==> config.mk <==
export PLATFORM = sky130hd
export DESIGN_NAME = sgd_column_cell
export DESIGN_NICKNAME = d
export VERILOG_FILES = /design/src/rtl/core/sobel_gradient_direction_defines.svh /design/src/rtl/core/sgd_pkg.sv /design/src/rtl/core/sgd_column_cell.sv
export SDC_FILE = /design/constraint.sdc
export NUM_CORES = 1
export LEC_CHECK = 0
export ABC_AREA = 0
export BUFFER_PORTS_ARGS = -buffer_cell sky130_fd_sc_hd__clkbuf_2
export CAP_MARGIN = 20
export CORE_MARGIN = 1
export CORE_UTILIZATION = 33
export DETAILED_ROUTE_END_ITERATION = 8
export PLACE_DENSITY = 0.59
export RECOVER_POWER = 50
export SETUP_SLACK_MARGIN = 0.02
export SLEW_MARGIN = 10
export SYNTH_ARGS = -nofsm -noshare
export SYNTH_HDL_FRONTEND = slang
export SYNTH_SLANG_ARGS = --single-unit
==> constraint.sdc <==
create_clock -name i_clk -period 0.9 [get_ports i_clk]
set_clock_uncertainty 0.1 [all_clocks]
set_input_delay 0.18 -clock i_clk [delete_from_list [all_inputs] [get_ports i_clk]]
set_output_delay 0.18 -clock i_clk [all_outputs]
set_load 0.005 [all_outputs]
==> src/rtl/core/sobel_gradient_direction_defines.svh <==
// assertion macros shared by the sobel gradient rtl
`ifndef SOBEL_GRADIENT_DIRECTION_DEFINES_SVH
`define SOBEL_GRADIENT_DIRECTION_DEFINES_SVH

`ifndef SYNTHESIS

// antecedent implies consequent in the same cycle
`define SGD_ASSERT_SAME(lbl, clk, rstn, ante, cons) \
    lbl: assert property (@(posedge clk) disable iff (!(rstn)) (ante) |-> (cons)) \
        else $error("sgd assertion failed");

// antecedent implies consequent in the next cycle
`define SGD_ASSERT_NEXT(lbl, clk, rstn, ante, cons) \
    lbl: assert property (@(posedge clk) disable iff (!(rstn)) (ante) |=> (cons)) \
        else $error("sgd assertion failed");

`else

`define SGD_ASSERT_SAME(lbl, clk, rstn, ante, cons)
`define SGD_ASSERT_NEXT(lbl, clk, rstn, ante, cons)

`endif

`endif

==> src/rtl/core/sgd_pkg.sv <==
// shared types and constants for the sobel gradient block
package sgd_pkg;

    localparam int PIXEL_W    = 8;
    localparam int CFG_DATA_W = 12;
    localparam int ROW_W      = 12;
    localparam int THRESH_W   = 11;
    localparam int MIN_DIM    = 3;
    localparam int FIRST_INTERIOR = 2;

    typedef logic [PIXEL_W-1:0]     t_pixel;
    typedef logic [2:0][PIXEL_W-1:0] t_column;   // index is window row, 0 = top
    typedef logic [8:0][PIXEL_W-1:0] t_window;   // index is row * 3 + column
    typedef logic [2*PIXEL_W-1:0]   t_line_pair; // upper line in the high byte

    typedef logic [1:0] t_cfg_index;
    localparam t_cfg_index CFG_IMAGE_WIDTH  = 2'd0;
    localparam t_cfg_index CFG_IMAGE_HEIGHT = 2'd1;
    localparam t_cfg_index CFG_THRESHOLD    = 2'd2;

    typedef enum logic [1:0] {
        DIR_WE = 2'd0,
        DIR_NE = 2'd1,
        DIR_N  = 2'd2,
        DIR_NW = 2'd3
    } t_direction;

    typedef struct packed {
        logic valid;
        logic last;
    } t_ctrl;

    // tan 22.5 and tan 67.5 in q16
    localparam int PROD_W = 28;
    localparam logic [17:0] TAN22_Q16 = 18'd27146;
    localparam logic [17:0] TAN67_Q16 = 18'd158218;

    // divide by six as multiply by round(2^18 / 6)
    localparam int QUOT_PROD_W  = 27;
    localparam int RECIP6_SHIFT = 18;
    localparam logic [15:0] RECIP6_Q18 = 16'd43691;
    localparam logic [7:0]  MAG_MAX    = 8'd255;

endpackage

==> src/rtl/core/sgd_column_cell.sv <==
// one column of the 3x3 window, loaded from its right-hand neighbour
module sgd_column_cell
    import sgd_pkg::*;
(
    input  logic    i_clk,
    input  logic    i_rst_n,
    input  logic    i_en,
    input  t_column i_column,
    output t_column o_column
);

    t_column r_column;

    always_ff @(posedge i_clk) begin
        if (!i_rst_n) begin
            r_column <= '0;
        end else if (i_en) begin
            r_column <= i_column;
        end
    end

    assign o_column = r_column;

endmodule

Word-level counts from Yosys, hierarchy flattened
Index checks and enable logic that the tools add are counted.

word-level totals
  register bits after elaboration = 24
  output and inout port bits = 24
  logic and storage cells = 3

Longest topological paths before layout
  word-level depth = 0
  depth in mapped cells = 4
  mapped depth without buffers = 2

Worst setup path before layout
No wires, ideal clock.

  path type = in2reg
  start point = in i_en
  end point = reg r_column, in the netlist o_column[0]
  setup time = 116 ps
  arrival = 652 ps
  path slack = 32 ps
  cell stages on the path = 4
  cell sequence = buf_6 > buf_12 > mux2i_1 > nor2b_1

RTL lines
  item                    RTL line               RTL
  start: declaration      sgd_column_cell.sv:7   input logic i_en,
  end signal: assignment  sgd_column_cell.sv:18  r_column <= i_column;
  end: declaration        sgd_column_cell.sv:12  t_column r_column;

Final worst setup path
  start point = reg r_column, in the netlist o_column[17]
  end point = out o_column[17] (netlist bit)

RTL lines
  item              RTL line              RTL
  end: declaration  sgd_column_cell.sv:9  output t_column o_column

No word-level cell between the ends.

==> run_results.csv <==
group,metric,value,unit
drt,wl_per_cell,10.5,µm
synth,synth.yosys.seq_area_share,0.517,
worst_setup_path,series_of_cell_instances_along_the_critical_path,"clkbuf_2",
sta,post-route-min-period,1.04,ns
power_and_ir_drop,ir_drop,1.66,mV
placed_design,numPlacedInstances,154,
drt,vias,697,
finish,fin_nets,159,
finish,final_design_area_no_fill,0.00133,mm²
drt,post_drt_via_cell_ratio,4.33,
clock_network,cts_inserted_buffers,3,
die,num_io_pins,51,
synth,yosysWarnings,0,
finish,flip_flop_count_of_the_largest_register_after_layout,24,
power_and_ir_drop,power_frac_seq,0.525,
drt,drt_drc_violations_left,0,
die,die_area,0.00303,mm²
outcome,run_status,"finished, violations left",
placed_design,post_dp_cell_area,0.00120,mm²
grt,grt_start_max_net_pins,25,
synth,synth_fa_ha_area_frac,0,
synth,post_synth_main_area_contributors,"dfxtp_1, mux2i_1, nor2b_1, buf_12, buf_6",
power_and_ir_drop,proportion_of_total_power_due_to_net_switching,0.201,
clock_network,cts.sinks,24,
finish,syn2layout_area_growth,42.9,%
finish,ff_latch_area,510,µm²
clock_network,tritoncts,"yes",
worst_setup_path,critical_path_peak_fanout,2,
worst_setup_path,slowest_delay,0.35,ns
grt,wire_length_of_the_first_global_routing_pass,2520,µm
synth,synth.ff_latch_count,24,
placed_design,io_buffers,50,
synth,synth_area_per_cell,12.1,µm²
drt,drtAntennaViolNets,0,
sta,max_freq,960,MHz
drt,routed-wl-met2,833,µm
drt,wl_met3,85,µm
worst_setup_path,worstPathRequired,0.62,ns
power_and_ir_drop,leakage,0.674,nW
die,die_h,55.1,µm
synth,synth-compound-area-share,0,
sta,relSlewSlack,0.759,
grt,grt-ovfl-total,0,
synth,netlist.top_cell.by_area,"dfxtp_1",
hold_path,worst_hold_path_type,"input pin to flip-flop",
finish,nFillCells,253,
sta,final.period_utilization,1.16,
synth,ys_types,6,
finish,antenna_diodes,0,
worst_setup_path,rrSetupSlack,0.06,ns
power_and_ir_drop,cellPowerDensity,1680,mW/mm²
finish,final_cell_mix,"clkbuf_2, mux2i_1, nor2b_1, dfxtp_2, buf_6",
synth,synth_top_family_by_area,"multiplexers",
grt,grt.total_usage,0.117,
sta,finalHoldViolations,0,
synth,synth_xor_xnor_area_share,0,
outcome,failing_checks,"setup timing",
finish,multi_input_comb_area,390,µm²
placed_design,gpl.final_weighted_congestion,0.595,
worst_setup_path,critPathKind,"flip-flop to output pin",
drt,met1_length,758,µm
finish,layout.cells.most_common,"clkbuf_2",
finish,post_route_cells_drive_above_1_share,0.634,
grt,number_of_antenna_violations_at_the_first_check_in_global_routing,0,
synth,post_synth_and_or_nand_nor_area_fraction,0.162,
power_and_ir_drop,combPwrFrac,0.140,
worst_setup_path,timing.critical_path.from_type,"flip-flop",
synth,syn_area,930,µm²
worst_setup_path,critical_path_buf_inv_count,1,
drt,detail_route.first_pass.iterations,2,
worst_setup_path,critPathSlowestCell,"dfxtp_2",
sta,finalHoldWorstSlack,0.0225,ns
die,core-area,0.00257,mm²
drt,finalWirelength,1690,µm
finish,final_cell_count_no_fill,161,
worst_setup_path,worstSetupEndpointType,"output pin",
placed_design,preCtsSetupSlack,-0.0790,ns
drt,highest-signal-layer,"met4",
run,max_cap_check_violation_count,0,
placed_design,place.detailed.hpwl,1270,µm
power_and_ir_drop,share_of_power_burned_in_the_clock_network,0.335,
clock_network,clock_path_buffers,2,
power_and_ir_drop,p_switching,450,µW
grt,first_global_vias,620,
synth,synth.top_cell.area_share,0.517,
clock_network,clk_pin_slew,0.13,ns
die,die_width,55.1,µm
synth,synth_fp_nets,104,
sta,rsz_0062_raised_after_global_routing,"true",
clock_network,clock-root-buffer,"clkbuf_4",
clock_network,h_tree_lvls,1,
die,initial_utilization,0.362,
synth,synthCells,77,
sta,setup_viol,24,
power_and_ir_drop,power_report.internal_total,1.78,mW
clock_network,clkLatencyLatePin,0.30,ns
worst_setup_path,cp_delay_by_family_top,"flip-flops",
sta,tightestPinTransition,0.361,ns
synth,post_synth_mux_area_share,0.258,
worst_setup_path,critical_path_arrival,0.76,ns
sta,final.setup.worst_slack,-0.142,ns
finish,end_of_flow_core_utilization,0.518,
die,std_cell_rows,18,
sta,report.final.slew_viol_count,0,
drt,dr.first_iter.drc_count,2,
==> cell type report <==
cell class                      count  area share
Sequential cell                    24       0.384
Multi-Input combinational cell     48       0.294
Timing Repair Buffer               55       0.254
Tap cell                           30      0.0282
Clock inverter                      1      0.0226
Clock buffer                        3      0.0169
==> cells in the mapped netlist (all sizes together) <==
cell type and number:
mux2i 24, clkbuf 2, nor2b 24, dfxtp 24, buf 3
==> path summary, 6_finish.rpt <==
check	cells after the start	to	startpoint
max	1	o_column[17]	o_column[17]
min	3	o_column[8]	i_column[8]
max reg2reg	3	o_column[1]	o_column[1]
min reg2reg	2	o_column[2]	o_column[2]
==> per-stage QoR <==
stage                     setup TNS [ns]  total power [mW]
final                              -3.14              2.23
after global routing               -4.43              2.35
after CTS                          -3.71              2.26
after detailed placement           -1.24              1.48
after global placement            -0.927              1.47
after floorplan                        0              1.34
==> metal layers <==
metal / up-vias / track usage
met5: - / 0
met4: 0 / 0.0250
met3: 2 / 0.0492
met2: 20 / 0.211
met1: 315 / 0.127
li1: 360 / -
==> cells by family after synthesis <==
family,after synthesis
DFF,24
buffers and inverters,5
muxes,24
and+or+nand+nor,24
==> power groups by stage <==
stage / registers (mW) / logic, mW / clock network (mW)
after floorplan: 1.19 / 0.157 / 0
after CTS: 1.17 / 0.305 / 0.789
after detailed placement: 1.18 / 0.297 / 0
final: 1.17 / 0.313 / 0.748
after global routing: 1.18 / 0.347 / 0.826
after global placement: 1.18 / 0.290 / 0
==> what timing repair did <==
| action | in CTS | in global routing |
|---|---|---|
| hold buffers | 0 | 0 |
| pin swaps | 0 | 0 |
| buffers inserted | 2 | 1 |
| gates resized for setup | 24 | 5 |
| endpoints found under the setup margin | 24 | 24 |
(Power assumes the default switching activity.)
