File: src/rtl/core/sobel_gradient_direction_defines.svh
// assertion macros shared by the sobel gradient rtl
`ifndef SOBEL_GRADIENT_DIRECTION_DEFINES_SVH
`define SOBEL_GRADIENT_DIRECTION_DEFINES_SVH

`ifndef SYNTHESIS

// antecedent implies consequent in the same cycle
`define SGD_ASSERT_SAME(lbl, clk, rstn, ante, cons) \
    lbl: assert property (@(posedge clk) disable iff (!(rstn)) (ante) |-> (cons)) \
        else $error("sgd assertion failed");

// antecedent implies consequent in the next cycle
`define SGD_ASSERT_NEXT(lbl, clk, rstn, ante, cons) \
    lbl: assert property (@(posedge clk) disable iff (!(rstn)) (ante) |=> (cons)) \
        else $error("sgd assertion failed");

`else

`define SGD_ASSERT_SAME(lbl, clk, rstn, ante, cons)
`define SGD_ASSERT_NEXT(lbl, clk, rstn, ante, cons)

`endif

`endif

File: src/rtl/core/sgd_pkg.sv
// shared types and constants for the sobel gradient block
package sgd_pkg;

    localparam int PIXEL_W    = 8;
    localparam int CFG_DATA_W = 12;
    localparam int ROW_W      = 12;
    localparam int THRESH_W   = 11;
    localparam int MIN_DIM    = 3;
    localparam int FIRST_INTERIOR = 2;

    typedef logic [PIXEL_W-1:0]     t_pixel;
    typedef logic [2:0][PIXEL_W-1:0] t_column;   // index is window row, 0 = top
    typedef logic [8:0][PIXEL_W-1:0] t_window;   // index is row * 3 + column
    typedef logic [2*PIXEL_W-1:0]   t_line_pair; // upper line in the high byte

    typedef logic [1:0] t_cfg_index;
    localparam t_cfg_index CFG_IMAGE_WIDTH  = 2'd0;
    localparam t_cfg_index CFG_IMAGE_HEIGHT = 2'd1;
    localparam t_cfg_index CFG_THRESHOLD    = 2'd2;

    typedef enum logic [1:0] {
        DIR_WE = 2'd0,
        DIR_NE = 2'd1,
        DIR_N  = 2'd2,
        DIR_NW = 2'd3
    } t_direction;

    typedef struct packed {
        logic valid;
        logic last;
    } t_ctrl;

    // tan 22.5 and tan 67.5 in q16
    localparam int PROD_W = 28;
    localparam logic [17:0] TAN22_Q16 = 18'd27146;
    localparam logic [17:0] TAN67_Q16 = 18'd158218;

    // divide by six as multiply by round(2^18 / 6)
    localparam int QUOT_PROD_W  = 27;
    localparam int RECIP6_SHIFT = 18;
    localparam logic [15:0] RECIP6_Q18 = 16'd43691;
    localparam logic [7:0]  MAG_MAX    = 8'd255;

endpackage

File: src/rtl/core/sgd_gradient.sv
// sobel sums, l1 magnitude with threshold and divide, angle sector
module sgd_gradient
    import sgd_pkg::*;
(
    input  logic           i_clk,
    input  logic           i_rst_n,
    input  logic           i_adv,
    input  t_ctrl          i_ctrl,
    input  t_window        i_window,
    input  logic [THRESH_W-1:0] i_threshold,
    output t_ctrl          o_ctrl,
    output logic [PIXEL_W-1:0] o_magnitude,
    output t_direction     o_direction
);

    // stage a: signed sobel sums
    logic [9:0]         gx_pos, gx_neg, gy_pos, gy_neg;
    t_ctrl              r_ctrl_a;
    logic signed [10:0] r_gx, r_gy;

    // stage b: absolute values, sum and angle products
    logic [9:0]         ax, ay;
    logic [10:0]        sum;
    t_ctrl              r_ctrl_b;
    logic [10:0]        r_sum;
    logic               r_above;
    logic [PROD_W-1:0]  r_k22, r_k67;
    logic [9:0]         r_ay;
    logic               r_gx_zero;
    logic               r_same;

    // stage c: output register
    logic [QUOT_PROD_W-1:0] quot_prod;
    logic [8:0]             quot;
    logic [PROD_W-1:0]      a_scaled;
    logic [PIXEL_W-1:0]     n_mag;
    t_direction             n_dir;
    t_ctrl                  r_ctrl_c;
    logic [PIXEL_W-1:0]     r_mag;
    t_direction             r_dir;

    always_comb begin
        gx_pos = 10'(i_window[2]) + {1'b0, i_window[5], 1'b0} + 10'(i_window[8]);
        gx_neg = 10'(i_window[0]) + {1'b0, i_window[3], 1'b0} + 10'(i_window[6]);
        gy_pos = 10'(i_window[0]) + {1'b0, i_window[1], 1'b0} + 10'(i_window[2]);
        gy_neg = 10'(i_window[6]) + {1'b0, i_window[7], 1'b0} + 10'(i_window[8]);
    end

    always_ff @(posedge i_clk) begin
        if (!i_rst_n) begin
            r_ctrl_a <= '0;
            r_ctrl_b <= '0;
            r_ctrl_c <= '0;
        end else if (i_adv) begin
            r_ctrl_a <= i_ctrl;
            r_ctrl_b <= r_ctrl_a;
            r_ctrl_c <= r_ctrl_b;
        end
    end

    always_ff @(posedge i_clk) begin
        if (i_adv) begin
            r_gx <= $signed({1'b0, gx_pos}) - $signed({1'b0, gx_neg});
            r_gy <= $signed({1'b0, gy_pos}) - $signed({1'b0, gy_neg});
        end
    end

    always_comb begin
        ax  = r_gx[10] ? 10'(-r_gx) : 10'(r_gx);
        ay  = r_gy[10] ? 10'(-r_gy) : 10'(r_gy);
        sum = 11'(ax) + 11'(ay);
    end

    always_ff @(posedge i_clk) begin
        if (i_adv) begin
            r_sum     <= sum;
            r_above   <= sum > i_threshold;
            r_k22     <= PROD_W'(ax) * PROD_W'(TAN22_Q16);
            r_k67     <= PROD_W'(ax) * PROD_W'(TAN67_Q16);
            r_ay      <= ay;
            r_gx_zero <= (r_gx == '0);
            r_same    <= (r_gx[10] == r_gy[10]);
        end
    end

    always_comb begin
        quot_prod = QUOT_PROD_W'(r_sum) * QUOT_PROD_W'(RECIP6_Q18);
        quot      = 9'(quot_prod >> RECIP6_SHIFT);
        if (!r_above) begin
            n_mag = '0;
        end else if (quot > 9'(MAG_MAX)) begin
            n_mag = MAG_MAX;
        end else begin
            n_mag = quot[PIXEL_W-1:0];
        end

        a_scaled = {2'b00, r_ay, 16'h0000};
        if (r_gx_zero || (a_scaled > r_k67)) begin
            n_dir = DIR_N;
        end else if (a_scaled <= r_k22) begin
            n_dir = DIR_WE;
        end else if (r_same) begin
            n_dir = DIR_NE;
        end else begin
            n_dir = DIR_NW;
        end
    end

    always_ff @(posedge i_clk) begin
        if (i_adv) begin
            r_mag <= n_mag;
            r_dir <= n_dir;
        end
    end

    assign o_ctrl      = r_ctrl_c;
    assign o_magnitude = r_mag;
    assign o_direction = r_dir;

endmodule

File: config.mk
export PLATFORM = sky130hd
export DESIGN_NAME = sgd_gradient
export DESIGN_NICKNAME = d
export VERILOG_FILES = /design/src/rtl/core/sobel_gradient_direction_defines.svh /design/src/rtl/core/sgd_pkg.sv /design/src/rtl/core/sgd_gradient.sv
export SDC_FILE = /design/constraint.sdc
export NUM_CORES = 1
export LEC_CHECK = 0
export BUFFER_PORTS_ARGS = -buffer_cell sky130_fd_sc_hd__clkbuf_2
export CAP_MARGIN = 20
export CORE_ASPECT_RATIO = 1.2
export CORE_MARGIN = 1
export CORE_UTILIZATION = 30
export CTS_CLUSTER_DIAMETER = 120
export CTS_CLUSTER_SIZE = 30
export DETAILED_ROUTE_END_ITERATION = 8
export GPL_ROUTABILITY_DRIVEN = 0
export PLACE_DENSITY_LB_ADDON = 0.05
export SYNTH_ARGS = -nofsm -noshare
export SYNTH_HDL_FRONTEND = slang
export SYNTH_SLANG_ARGS = --single-unit
File: constraint.sdc
create_clock -name i_clk -period 6.4 [get_ports i_clk]
set_clock_uncertainty 0.1 [all_clocks]
set_input_delay 0.32 -clock i_clk [delete_from_list [all_inputs] [get_ports i_clk]]
set_output_delay 0.32 -clock i_clk [all_outputs]
set_load 0.1 [all_outputs]
Word level (Yosys, flattened, before mapping)
Cells that the tools add are included.

$mul: 3. Muxes and demuxes: 5. $lt $le $gt $ge: 4. Add/subtract/negate cells: 13. Reductions and logical operators: 3. Equal/unequal tests: 1.

Operator list (number): $add A10 B8 Y10 (4); $add A8 B9 Y10 (4); $gt A26 B28 Y1 (1); $mul A10 B17 Y27 const B (1); $mul A11 B16 Y27 const B (1); $le A26 B25 Y1 (1); $mul A10 B14 Y24 const B (1); $sub A10 B10 Y11 (2); $mux W10 (2); $neg A10 Y10 (2); $add A10 B10 Y11 (1); $gt A11 B11 Y1 (1); $logic_not A11 Y1 (1); $gt A9 B8 Y1 const B (1); $mux W8 (1); $mux W2 (2); $reduce_or A2 Y1 (1); $eq A1 B1 Y1 (1); $logic_or A1 B1 Y1 (1).

Input port bits: 88. Output and inout bits: 12. Logic and storage cells: 47. Flip-flop bits (word level): 113.

Logic depth before layout (Yosys ltp)
Depth in word-level cells: 4. Mapped depth: 22. Gate-level depth less buffers: 22.

Worst setup path before layout
Ideal clock, no wire load.

Kind: reg-to-reg. Start point: register r_gx[0]. End point: register r_k67[27] (data pin). Data arrival time: 5.148 ns. Setup slack: 0.895 ns. Stages on the path, launching flop included: 22. Cell sequence: edfxtp_1 > inv_1 > ha_1 > nand2b_1 > o41ai_1 > xnor2_1 > ha_1 > ha_1 > inv_1 > fa_1 > fa_1 > inv_1 > fa_1 > ha_1 > a21oi_1 > o22ai_1 > a211oi_1 > nor2_1 > a311oi_1 > o31ai_1 > a21oi_1 > xnor2_1.

Cells in the longest elaborated chain, start to end: 3.

Ends and longest elaborated chain: from (decl) (line sgd_gradient.sv:19) `logic signed [10:0] r_gx, r_gy;`; from (signal assigned) (line sgd_gradient.sv:63) `r_gx <= $signed({1'b0, gx_pos}) - $signed({1'b0, gx_neg});`; $neg A10 Y10 (line sgd_gradient.sv:69) `ax = r_gx[10] ? 10'(-r_gx) : 10'(r_gx);`; $mux W10 (*) (line sgd_gradient.sv:69); $mul A10 B17 Y27 (*) (line sgd_gradient.sv:79) `r_k67 <= PROD_W'(ax) * PROD_W'(TAN67_Q16);`; to (signal assigned) (line sgd_gradient.sv:79); to (decl) (line sgd_gradient.sv:27) `logic [PROD_W-1:0] r_k22, r_k67;`.

Every way passes the cells marked *; elsewhere a longest branch is shown, timed or not. A chain may end at the register's enable or synchronous reset.

Worst setup path in the final report
Start point: register r_gx[4]. End point: register r_k67[27] (data pin).

The elaborated chain is that of the path after synthesis.

==> impl_metrics.yaml <==
outcome:
  status: "finished clean"
drt:
  ant_nets: 0
  drc_errors: 0
  drtPass1Iterations: 4
  wirelength_mm: 27.7
  avgRoutedWirePerCell_um: 15.4
  vias_per_cell: 4.49
  vias: 8053
  drt_iter0_drc: 216
worst_setup_path:
  worst_path_max_delay_cell: "fa_1"
  critical_path.startpoint_type: "flop"
  cp.required_ns: 6.43
  worstPathMaxFanout: 5
  critPathMaxStageDelay_ns: 0.50
  timing_worst_setup_path_type: "reg2reg"
  end_kind: "flop"
  worstPathArrival_ns: 5.87
  cpMostUsedCell: "ha_1"
  worstPathCellList: "nor4_1, nand2b_1, o31ai_1, xnor2_1, ha_1, ha_1, ha_1, ha_1, inv_1, fa_1, inv_1, ha_1, and4_1, and3_1, a211oi_1, a21boi_1, a311oi_1, o31ai_1, a21oi_1, xnor2_1"
timing:
  fin_setup_tns_ns: 0
  tightest_slew_ns: 0.880
  relSlewSlack_pct: 41.3
  final-max-slew-violation-count: 0
  hold_slack_ns: 0.120
  finalSetupViolCount: 0
  finalCriticalPeriod_ns: 5.84
  rsz0062_at_grt: "no"
  maxClockFrequency_mhz: 171
  finalCritPeriodShare_pct: 91.3
  hold_violations: 0
yosys:
  synth_top_area_cell: "ha_1"
  synth_mux_area_share_pct: 0.493
  synth_fa_ha_area_share_pct: 46.1
  synth_simple_gate_area_share_pct: 5.95
  syn_avg_cell_area_um2: 10.6
  yosysMostFrequentCell: "inv_1"
  synth_async_sr_flop_share_pct: 0
  synth_compound_area_share_pct: 10.9
  syn_area_um2: 12200
  ys_top_cells_by_area: "ha_1, edfxtp_1, fa_1, inv_1, xnor2_1"
  synth_commonest_cells: "inv_1, ha_1, fa_1"
  synth_top_family_by_area: "adder cells"
  synth-xor-area-share_pct: 5.24
  synthesis.nets: 1609
  synth-edff-count: 91
  synth_flop_cell: "edfxtp_1"
  synth.top_cell.area_share_pct: 25.3
  ys_warn_count: 0
  synth-seq-cells: 97
  syn_inst: 1148
  synth-seq-area-share_pct: 23.4
  synth_cell_types: 57
floorplanning:
  die_h_um: 223
  start_util_pct: 30.5
  die_w_um: 186
  coreArea_um2: 39900
  die-area_um2: 41400
  rows: 80
  num_io_pins: 100
clock_network:
  h-tree-depth: 3
  ctsResizeCount: 0
  clock-sinks: 97
  clock_path_buffers: 2
  insertion_delay_ns: 0.37
  post_cts_buffers: 0
  cts_root_buf: "clkbuf_16"
  cts_made_buffers: 9
  clk_pin_slew_worst_paths_ns: 0.07
  ctsHoldBuffers: 0
  cts_tree: "done"
grt:
  track_usage_pct: 14.3
  grt_pass1_wl_mm: 44.5
  grt_max_degree: 67
  antenna_found_initial: 0
  grt_pass1_vias: 8523
  overflow: 0
final_layout:
  drive_gt1_share_pct: 9.83
  finalNetCount: 1717
  diodes: 0
  fin_cells: 1794
  utilization_pct: 34.2
  synthToLayoutAreaGrowth_pct: 12.3
place:
  dpl.hpwl_mm: 24.5
  io_buffers: 91
  placed_cells: 1778
flow_run:
  cap_violations: 0
worst_hold_path:
  hold_path_class: "in2reg"
-- placed cells by master (no fill, tap or decap), drive strengths merged, types with 7 or more instances in the layout --
cell,count
xor2,10
nand4,10
nor4,7
o21ai,35
nand3,13
nor2,38
inv,249
o21bai,10
clkbuf,104
ha,246
buf,13
fa,127
nand2,25
nand2b,11
a211oi,10
xnor2,62
nor2b,11
edfxtp,91
a21oi,64
a21o,27
o21a,16
-- kinds of logic (layout without fill, tap and decap cells) --
group           Yosys count  after routing
flops                    97             97
fa+ha+maj               373            373
xor+xnor                 72             72
mux                       6              6
simple gates            141            141
compound gates          205            205
buf+inv                 254            367
-- per-stage QoR --
stage | instance area [µm²] | worst slack, ns
global route | 13700 | 0.149
detailed placement | 13400 | 0.465
finish | 13700 | 0.558
global placement | 13400 | 0.545
CTS | 13700 | 0.439
floorplan | 12200 | 0.895
-- worst max-delay path: cells and delay by family (launching register included) --
family / cells / cell delay, ns
adders and majority gates: 6 / 2.16
AOI/OAI and AO/OA: 6 / 1.57
and+or+nand+nor: 4 / 0.97
DFF: 1 / 0.44
xor gates and xnor gates: 2 / 0.26
buffers and inverters: 2 / 0.09
-- final cells by class --
cell class / instances / area (µm²)
fillers: 4082 / 26300
multi-input cells: 797 / 8380
flip-flops and latches: 97 / 2850
inverters: 248 / 931
well taps: 533 / 667
repair buffers: 103 / 548
clock buffers: 14 / 285
clock inverters: 2 / 17.5
-- routing by layer --
metal	vias to the layer above	global-route usage [%]	share of wire [%]
met5	-	0	0
met2	70	26.5	54
met3	16	1.75	1.6
met1	3839	17.0	43
met4	0	3.75	1.2
li1	4128	-	-
-- sequential cells by signal, summed over array words and instances (netlist names), 2 cells and up --
| register | cells |
|---|---|
| r_gx | 11 |
| r_ctrl_a | 2 |
| r_gy | 11 |
| r_k67 | 27 |
| r_ctrl_b | 2 |
| o_magnitude | 8 |
| r_k22 | 8 |
| o_direction | 2 |
| r_ay | 10 |
| r_sum | 11 |
| o_ctrl | 2 |
-- worst paths after layout --
path	start	to	slack, ns	cells after the start
hold reg to reg	o_ctrl[1]$_SDFFE_PN0P_	o_ctrl[1]$_SDFFE_PN0P_	0.42	2
hold / removal	i_ctrl[0]	r_ctrl_a[0]$_SDFFE_PN0P_	0.12	3
setup / recovery	r_gx[4]$_DFFE_PP_	r_k67[27]$_DFFE_PP_	0.56	20
setup reg to reg	r_gx[4]$_DFFE_PP_	r_k67[27]$_DFFE_PP_	0.56	20
Power is not shown: default switching activity piles up to over one toggle a cycle in this logic, so the estimate is an artifact.
